--- src/sv/srm_pkg.sv ---
// ----------------------------------------------------------------------------
// srm_pkg
// Types and codes shared by the spatial relation matrix block.
// ----------------------------------------------------------------------------
package srm_pkg;

   localparam int CellCount = 9;
   localparam int CodeWidth = 3;

   typedef logic [CodeWidth-1:0] code_type;
   typedef logic [CellCount-1:0][CodeWidth-1:0] matrix_type;

   // cell codes, 3-bit two's complement
   localparam code_type CODE_TRUE  = 3'b110;
   localparam code_type CODE_FALSE = 3'b111;
   localparam code_type CODE_POINT = 3'b000;
   localparam code_type CODE_LINE  = 3'b001;
   localparam code_type CODE_AREA  = 3'b010;

   // geometry dimensions
   localparam logic [1:0] DIM_POINT = 2'd0;
   localparam logic [1:0] DIM_LINE  = 2'd1;
   localparam logic [1:0] DIM_AREA  = 2'd2;
   localparam logic [1:0] IDX_NONE  = 2'd3;

   typedef enum logic [2:0] {
      CMD_SET       = 3'd0,
      CMD_RAISE     = 3'd1,
      CMD_MERGE     = 3'd2,
      CMD_FILL      = 3'd3,
      CMD_TRANSPOSE = 3'd4,
      CMD_NONE      = 3'd5
   } cmd_type;

   typedef enum logic [2:0] {
      SYM_ANY   = 3'd0,
      SYM_T     = 3'd1,
      SYM_F     = 3'd2,
      SYM_POINT = 3'd3,
      SYM_LINE  = 3'd4,
      SYM_AREA  = 3'd5
   } sym_type;

   typedef struct packed {
      logic disjoint;
      logic intersects;
      logic touches;
      logic crosses;
      logic lies_within;
      logic contains;
      logic equals;
      logic overlaps;
      logic covers;
      logic covered_by;
   } flags_type;

   // any dimension code, or the true code
   function automatic logic code_is_true(code_type v);
      return !v[CodeWidth-1] || (v == CODE_TRUE);
   endfunction

endpackage

--- src/sv/srm_update.sv ---
// ----------------------------------------------------------------------------
// srm_update
// Applies one command to the current matrix and gives the next matrix.
// ----------------------------------------------------------------------------
module srm_update import srm_pkg::*; (
   input  matrix_type cur,
   input  logic [2:0] cmd,
   input  logic [1:0] row,
   input  logic [1:0] col,
   input  code_type   cell_value,
   input  matrix_type other_cells,
   output matrix_type next
);

   logic [3:0] idx;
   logic       idx_ok;

   assign idx    = 4'(row) * 4'd3 + 4'(col);
   assign idx_ok = (row != IDX_NONE) && (col != IDX_NONE);

   always_comb begin
      next = cur;
      unique case (cmd)
         CMD_SET: begin
            for (int k = 0; k < CellCount; k++) begin
               if (idx_ok && idx == 4'(k)) next[k] = cell_value;
            end
         end
         CMD_RAISE: begin
            for (int k = 0; k < CellCount; k++) begin
               if (idx_ok && idx == 4'(k) && $signed(cur[k]) < $signed(cell_value))
                  next[k] = cell_value;
            end
         end
         CMD_MERGE: begin
            for (int k = 0; k < CellCount; k++) begin
               if ($signed(cur[k]) < $signed(other_cells[k])) next[k] = other_cells[k];
            end
         end
         CMD_FILL: begin
            for (int k = 0; k < CellCount; k++) next[k] = cell_value;
         end
         CMD_TRANSPOSE: begin
            next[1] = cur[3];
            next[3] = cur[1];
            next[2] = cur[6];
            next[6] = cur[2];
            next[5] = cur[7];
            next[7] = cur[5];
         end
         default: begin
            next = cur;
         end
      endcase
   end

endmodule

--- src/sv/srm_eval.sv ---
// ----------------------------------------------------------------------------
// srm_eval
// Pattern match and spatial predicates on one matrix.
// ----------------------------------------------------------------------------
module srm_eval import srm_pkg::*; (
   input  matrix_type m,
   input  logic [1:0] dim_a,
   input  logic [1:0] dim_b,
   input  matrix_type pattern,
   output logic       pattern_match,
   output flags_type  flags
);

   logic [CellCount-1:0] sym_hit;
   logic ii, ib, bi, bb, ie, ei, eb, be, common;
   logic ii_f, ie_f, ei_f;
   logic a_lt_b_cross, b_lt_a_cross;

   always_comb begin
      for (int k = 0; k < CellCount; k++) begin
         unique case (pattern[k])
            SYM_ANY:   sym_hit[k] = 1'b1;
            SYM_T:     sym_hit[k] = code_is_true(m[k]);
            SYM_F:     sym_hit[k] = (m[k] == CODE_FALSE);
            SYM_POINT: sym_hit[k] = (m[k] == CODE_POINT);
            SYM_LINE:  sym_hit[k] = (m[k] == CODE_LINE);
            SYM_AREA:  sym_hit[k] = (m[k] == CODE_AREA);
            default:   sym_hit[k] = 1'b0;
         endcase
      end
   end

   assign pattern_match = &sym_hit;

   // cell k = 3*row + col
   assign ii = code_is_true(m[0]);
   assign ib = code_is_true(m[1]);
   assign ie = code_is_true(m[2]);
   assign bi = code_is_true(m[3]);
   assign bb = code_is_true(m[4]);
   assign ei = code_is_true(m[6]);
   assign be = (m[5] == CODE_FALSE);
   assign eb = (m[7] == CODE_FALSE);
   assign ii_f = (m[0] == CODE_FALSE);
   assign ie_f = (m[2] == CODE_FALSE);
   assign ei_f = (m[6] == CODE_FALSE);
   assign common = ii || ib || bi || bb;

   assign a_lt_b_cross = (dim_a == DIM_POINT && (dim_b == DIM_LINE || dim_b == DIM_AREA))
                      || (dim_a == DIM_LINE && dim_b == DIM_AREA);
   assign b_lt_a_cross = (dim_b == DIM_POINT && (dim_a == DIM_LINE || dim_a == DIM_AREA))
                      || (dim_a == DIM_AREA && dim_b == DIM_LINE);

   always_comb begin
      flags.disjoint   = ii_f && (m[1] == CODE_FALSE) && (m[3] == CODE_FALSE)
                      && (m[4] == CODE_FALSE);
      flags.intersects = !flags.disjoint;
      flags.touches    = (dim_a != IDX_NONE) && (dim_b != IDX_NONE)
                      && !(dim_a == DIM_POINT && dim_b == DIM_POINT)
                      && ii_f && (ib || bi || bb);
      priority if (a_lt_b_cross)
         flags.crosses = ii && ie;
      else if (b_lt_a_cross)
         flags.crosses = ii && ei;
      else if (dim_a == DIM_LINE && dim_b == DIM_LINE)
         flags.crosses = (m[0] == CODE_POINT);
      else
         flags.crosses = 1'b0;
      priority if ((dim_a == DIM_POINT && dim_b == DIM_POINT)
                || (dim_a == DIM_AREA && dim_b == DIM_AREA))
         flags.overlaps = ii && ie && ei;
      else if (dim_a == DIM_LINE && dim_b == DIM_LINE)
         flags.overlaps = (m[0] == CODE_LINE) && ie && ei;
      else
         flags.overlaps = 1'b0;
      flags.lies_within = ii && ie_f && be;
      flags.contains   = ii && ei_f && eb;
      flags.equals     = (dim_a == dim_b) && ii && ei_f && ie_f && eb && be;
      flags.covers     = common && ei_f && eb;
      flags.covered_by = common && ie_f && be;
   end

endmodule

--- src/sv/spatial_relation_matrix.sv ---
// ----------------------------------------------------------------------------
// spatial_relation_matrix
// DE-9IM intersection matrix with one update command and predicates per item.
// ----------------------------------------------------------------------------
// Usage:
//   Drive the req_ fields and raise start; the item is taken at a clock edge
//   where start is high and busy is low. busy stays low, so an item can be
//   given in every cycle.
//   The item is registered at that edge. In the next cycle its command is
//   applied to the stored 3x3 matrix and the pattern match and predicates
//   are worked out on the updated matrix; matrix and result registers load
//   together at the following edge.
//   The result shows on the rsp_ ports with rsp_strobe high once the item has
//   passed through valid_ff and then strobe_ff, for exactly one cycle.
//   Throughput: one item per cycle, set by the update of the matrix register
//   that the next item reads.
//   The receiver cannot stall; a result not taken in its strobe cycle is gone.
//   Reset (synchronous) sets all nine cells to false and drops any item in
//   flight.
// ----------------------------------------------------------------------------
module spatial_relation_matrix import srm_pkg::*; (
   input  logic        clock,
   input  logic        reset,
   input  logic        start,
   output logic        busy,
   input  logic [2:0]  req_cmd,
   input  logic [1:0]  req_row,
   input  logic [1:0]  req_col,
   input  logic signed [2:0] req_cell_value,
   input  logic [26:0] req_other_cells,
   input  logic [1:0]  req_dim_a,
   input  logic [1:0]  req_dim_b,
   input  logic [26:0] req_pattern,
   output logic        rsp_strobe,
   output logic [26:0] rsp_cells,
   output logic        rsp_pattern_match,
   output logic        rsp_is_disjoint,
   output logic        rsp_is_intersects,
   output logic        rsp_is_touches,
   output logic        rsp_is_crosses,
   output logic        rsp_is_within,
   output logic        rsp_is_contains,
   output logic        rsp_is_equals,
   output logic        rsp_is_overlaps,
   output logic        rsp_is_covers,
   output logic        rsp_is_covered_by
);

   logic       valid_ff;
   logic [2:0] cmd_ff;
   logic [1:0] row_ff, col_ff, dim_a_ff, dim_b_ff;
   code_type   value_ff;
   matrix_type other_ff, pattern_ff;

   matrix_type mat_ff, mat_in;
   logic       match_in;
   flags_type  flags_in;

   logic       strobe_ff;
   matrix_type cells_ff;
   logic       match_ff;
   flags_type  flags_ff;

   logic       accept;

   assign busy   = 1'b0;
   assign accept = start && !busy;

   always_ff @(posedge clock) begin
      if (reset) begin
         valid_ff  <= 1'b0;
         strobe_ff <= 1'b0;
         for (int k = 0; k < CellCount; k++) mat_ff[k] <= CODE_FALSE;
      end else begin
         valid_ff  <= accept;
         strobe_ff <= valid_ff;
         if (valid_ff) mat_ff <= mat_in;
      end
   end

   always_ff @(posedge clock) begin
      if (accept) begin
         cmd_ff     <= req_cmd;
         row_ff     <= req_row;
         col_ff     <= req_col;
         value_ff   <= code_type'(req_cell_value);
         other_ff   <= matrix_type'(req_other_cells);
         dim_a_ff   <= req_dim_a;
         dim_b_ff   <= req_dim_b;
         pattern_ff <= matrix_type'(req_pattern);
      end
      if (valid_ff) begin
         cells_ff <= mat_in;
         match_ff <= match_in;
         flags_ff <= flags_in;
      end
   end

   srm_update u_update (
      .cur         (mat_ff),
      .cmd         (cmd_ff),
      .row         (row_ff),
      .col         (col_ff),
      .cell_value  (value_ff),
      .other_cells (other_ff),
      .next        (mat_in)
   );

   srm_eval u_eval (
      .m             (mat_in),
      .dim_a         (dim_a_ff),
      .dim_b         (dim_b_ff),
      .pattern       (pattern_ff),
      .pattern_match (match_in),
      .flags         (flags_in)
   );

   assign rsp_strobe        = strobe_ff;
   assign rsp_cells         = 27'(cells_ff);
   assign rsp_pattern_match = match_ff;
   assign rsp_is_disjoint   = flags_ff.disjoint;
   assign rsp_is_intersects = flags_ff.intersects;
   assign rsp_is_touches    = flags_ff.touches;
   assign rsp_is_crosses    = flags_ff.crosses;
   assign rsp_is_within     = flags_ff.lies_within;
   assign rsp_is_contains   = flags_ff.contains;
   assign rsp_is_equals     = flags_ff.equals;
   assign rsp_is_overlaps   = flags_ff.overlaps;
   assign rsp_is_covers     = flags_ff.covers;
   assign rsp_is_covered_by = flags_ff.covered_by;

   // every accepted item gives its result, passed on through valid_ff and strobe_ff
   a_item_to_result: assert property (@(posedge clock) disable iff (reset)
      accept |-> ##2 rsp_strobe)
      else $error("accepted item produced no result");

   // no result without an accepted item passed on through valid_ff and strobe_ff
   a_no_invented: assert property (@(posedge clock) disable iff (reset)
      rsp_strobe |-> $past(accept, 2))
      else $error("result without an accepted item");

   // the reported matrix is the one that stays stored
   a_cells_match_state: assert property (@(posedge clock) disable iff (reset)
      rsp_strobe |-> (cells_ff == mat_ff))
      else $error("reported matrix differs from stored matrix");

   // matrix changes only while an item is being worked on
   a_state_idle_hold: assert property (@(posedge clock) disable iff (reset)
      !valid_ff |=> $stable(mat_ff))
      else $error("matrix changed with no item in flight");

   // equality implies both within and contains
   a_equals_implies: assert property (@(posedge clock) disable iff (reset)
      (rsp_strobe && rsp_is_equals) |-> (rsp_is_within && rsp_is_contains))
      else $error("equals without within and contains");

endmodule
--- config.mk ---
export PLATFORM = sky130hd
export DESIGN_NAME = spatial_relation_matrix
export DESIGN_NICKNAME = d
export VERILOG_FILES = /design/src/sv/srm_pkg.sv /design/src/sv/srm_update.sv /design/src/sv/srm_eval.sv /design/src/sv/spatial_relation_matrix.sv
export SDC_FILE = /design/constraint.sdc
export NUM_CORES = 1
export LEC_CHECK = 0
export BUFFER_PORTS_ARGS = -buffer_cell sky130_fd_sc_hd__buf_2
export CAP_MARGIN = 20
export CORE_MARGIN = 2
export CORE_UTILIZATION = 45
export DETAILED_ROUTE_END_ITERATION = 10
export PLACE_DENSITY = 0.75
export SETUP_SLACK_MARGIN = 0.5
export SYNTH_ARGS = -nofsm -noshare
export SYNTH_HDL_FRONTEND = slang
export SYNTH_SLANG_ARGS = --single-unit
--- constraint.sdc ---
create_clock -name clock -period 4.85 [get_ports clock]
set_input_delay 0.97 -clock clock [delete_from_list [all_inputs] [get_ports clock]]
set_output_delay 0.97 -clock clock [all_outputs]
set_load 0.02 [all_outputs]
==> flow_summary.json <==
{
  "fin_ws_ns": 0.547,
  "vias": 7789,
  "ys_warn_count": 0,
  "slew_viol_final": 0,
  "place_inst": 1261,
  "dp_hpwl_um": 17300,
  "die-height_um": 145,
  "grt_pass1_vias": 7378,
  "utilization_pct": 54.6,
  "diodes": 0,
  "synth_edf_count": 106,
  "setup.worst_path.end_class": "flip-flop",
  "clkPwrFrac_pct": 37.4,
  "grt_use_total_pct": 23.8,
  "synth_area_um2": 8930,
  "drt-initial-drc-count": 473,
  "drc": 0,
  "cts_tree": "built",
  "grt_overflow": 0,
  "max-slew-margin-rel_pct": 28.9,
  "cp_max_fo": 6,
  "first_pass_iters": 5,
  "p_per_area_nw_per_um2": 357,
  "synth_cell_type_count": 97,
  "drt_wl_total_um": 24600,
  "comb_power_share_pct": 24.3,
  "syn_to_final_growth_pct": 19.0,
  "sequentialPowerShare_pct": 38.3,
  "grt_max_degree": 94,
  "antenna_found_initial": 0,
  "wl_per_cell_um": 18.8,
  "num_rows": 51,
  "crit_type": "reg2reg",
  "layout_commonest_cell": "buf_2",
  "total_power_mw": 3.80,
  "drtAntennaViolNets": 0,
  "drt-vias-per-instance": 5.95,
  "die_area_um2": 21000,
  "fin_nets": 1151,
  "tns_ns": 0,
  "cts_root_buf": "clkbuf_16",
  "io_buffers": 109,
  "ctsHoldBuffers": 0,
  "rsz0062_at_grt": "yes",
  "avgSynthCellArea_um2": 9.85,
  "cp.required_ns": 5.14,
  "mostFrequentLayoutCells": "109 x buf_2, 106 x edfxtp_1, 72 x inv_1",
  "internal_power_mw": 2.64,
  "drive_gt1_share_pct": 23.9,
  "path_clk_slew_ns": 0.06,
  "cts_buffer_depth": 2,
  "startpoint_type": "flip-flop",
  "fin_worst_skew_ns": 0.0122,
  "swShare_pct": 30.5,
  "outcome": "finished clean",
  "fp.coreArea_um2": 19500,
  "clkSinkCount": 135,
  "synth_seq_cells": 135,
  "use_met2_pct": 38.4,
  "hold_class": "reg2reg",
  "peakVddDrop_mv": 0.229,
  "setup_viol": 0,
  "worstMarginPinSlew_ns": 1.07,
  "io_pins": 111,
  "crit_arrival_ns": 4.60,
  "grt_pass1_wl_um": 38400,
  "hold_violations": 0,
  "p_leak_nw": 4.28,
  "min_period_ns": 4.30,
  "synth_top_flop_cell": "edfxtp_1",
  "met3_usage_pct": 4.97,
  "synthesis.nets": 1027,
  "start_util_pct": 45.9,
  "insertion_delay_ns": 0.43,
  "fillers": 1691,
  "met1_usage_pct": 31.1,
  "drv_cap": 0,
  "cts_inserted_buffers": 17,
  "place_ws_ns": 0.366,
  "finalCritPeriodShare_pct": 88.7,
  "fmax_ghz": 0.232,
  "die_w_um": 145,
  "gp_congestion": 0.949,
  "p_switching_mw": 1.16,
  "seq_area_frac_synth_pct": 42.1,
  "cts-htree-levels": 4,
  "layout.cells.non_filler": 1309,
  "busiest_layer": "met2",
  "async_reset_ff_share_pct": 0,
  "synthCells": 907
}
==> power groups by stage <==
stage	Clock [mW]	Combinational [mW]	Sequential [mW]
floorplan	0	0.607	1.46
global placement	0	0.831	1.47
detailed placement	0	0.849	1.47
CTS	1.43	0.868	1.45
global route	1.48	1.01	1.47
finish	1.42	0.924	1.45
==> repair_timing <==
| item | CTS | global route |
|---|---|---|
| setup buffers | 4 | 11 |
| pin swaps | 5 | 11 |
| resized for setup | 4 | 21 |
| setup endpoints to repair | 1 | 6 |
| cloned | 0 | 0 |
==> registers in the layout, indices dropped and copies added, names as in the netlist, 2 cells and up <==
| signal | cells |
|---|---|
| dim_b_ff | 2 |
| col_ff | 2 |
| row_ff | 2 |
| cmd_ff | 3 |
| dim_a_ff | 2 |
| other_ff | 27 |
| rsp_cells | 27 |
| pattern_ff | 27 |
| mat_ff | 27 |
| value_ff | 3 |
==> critical path, cell delays in order (launching register included) <==
cell      delay, ns
edfxtp_1       0.42
fa_1           0.50
ha_1           0.21
inv_1          0.08
fa_2           0.51
or3b_4         0.44
o211ai_2       0.15
o211ai_1       0.17
o41ai_2        0.36
a22oi_2        0.14
or3_1          0.32
a211o_1        0.26
nand3_1        0.11
o31ai_1        0.11
nor4_2         0.18
and4_1         0.23
==> worst paths after layout <==
kind                                 from                end  slack (ns)  cells past startpoint
worst max register to register  row_ff[0]  rsp_pattern_match        0.55                     15
worst min register to register  mat_ff[6]          mat_ff[6]        0.61                      2
worst max-delay path            row_ff[0]  rsp_pattern_match        0.55                     15
worst min-delay path            mat_ff[6]          mat_ff[6]        0.61                      2
==> Yosys cell counts (4+ instances only) <==
master       n  area share [%]
a21oi_2      5            0.49
a21o_1      15             1.3
inv_1       72             3.0
dfxtp_1     29             6.5
o211ai_1    18             1.5
o21a_1      13             1.1
and3_1       4            0.28
nor3_1      15            0.84
nor2_1      67             2.8
edfxtp_1   106              36
mux2_2       9             1.1
or2_2        9            0.63
nor3b_1      7            0.59
a31oi_1     12            0.84
mux2i_1     21             2.4
a211o_1     15             1.5
nor2b_1     30             2.1
a22oi_1      5            0.42
a21oi_1     45             2.5
a41oi_1      5            0.49
a2111oi_0    5            0.49
and2_1       7            0.49
a221oi_1     4            0.39
nor4b_1      8            0.78
a311oi_1     4            0.39
nand4_1      4            0.28
nand2b_1    27             1.9
a211oi_1     4            0.34
nor4_1       7            0.49
ha_1        47             6.6
o21ai_1      8            0.45
nand3_1     16            0.90
nand3b_1     4            0.34
o211a_1      4            0.45
nand2_1     56             2.4
o31ai_1      8            0.67
o22ai_1      5            0.35
clkbuf_1    16            0.67
a2111oi_2    4            0.67
o21ai_0     53             3.0
buf_2       12            0.67
==> per-layer routing <==
metal  vias up  wire length (um)
met5         -                 0
met4         0               772
met3        57              1730
met2       359             11600
met1      3690             10400
li1       3683                 -
==> cell families (layout without fill, tap and decap cells) <==
group | after synthesis | after routing | synth area share (%)
mux | 33 | 33 | 3.87
other cells | 1 | 1 | 0.0420
simple gates | 282 | 282 | 16.8
xor+xnor | 2 | 2 | 0.196
compound gates | 295 | 295 | 24.8
buf+inv | 110 | 247 | 5.08
flops | 135 | 135 | 42.1
fa+ha+maj | 49 | 49 | 7.03
==> through the flow <==
stage,hold slack [ns],cell area [um^2]
after floorplan,0.527,8930
after global placement,0.589,9750
after detailed placement,0.597,9750
after CTS,0.600,10400
after global routing,0.644,10600
final,0.611,10600
==> final cells by class <==
| type | count | area (um^2) | share of cell area (%) |
|---|---|---|---|
| multi-input cells | 662 | 4820 | 45.4 |
| flip-flops and latches | 135 | 3770 | 35.4 |
| repair buffers | 140 | 791 | 7.44 |
| clock buffers | 20 | 437 | 4.11 |
| well taps | 265 | 332 | 3.12 |
| inverters | 75 | 282 | 2.65 |
| clock inverters | 12 | 199 | 1.87 |
Power figures use the tool's default switching activity.
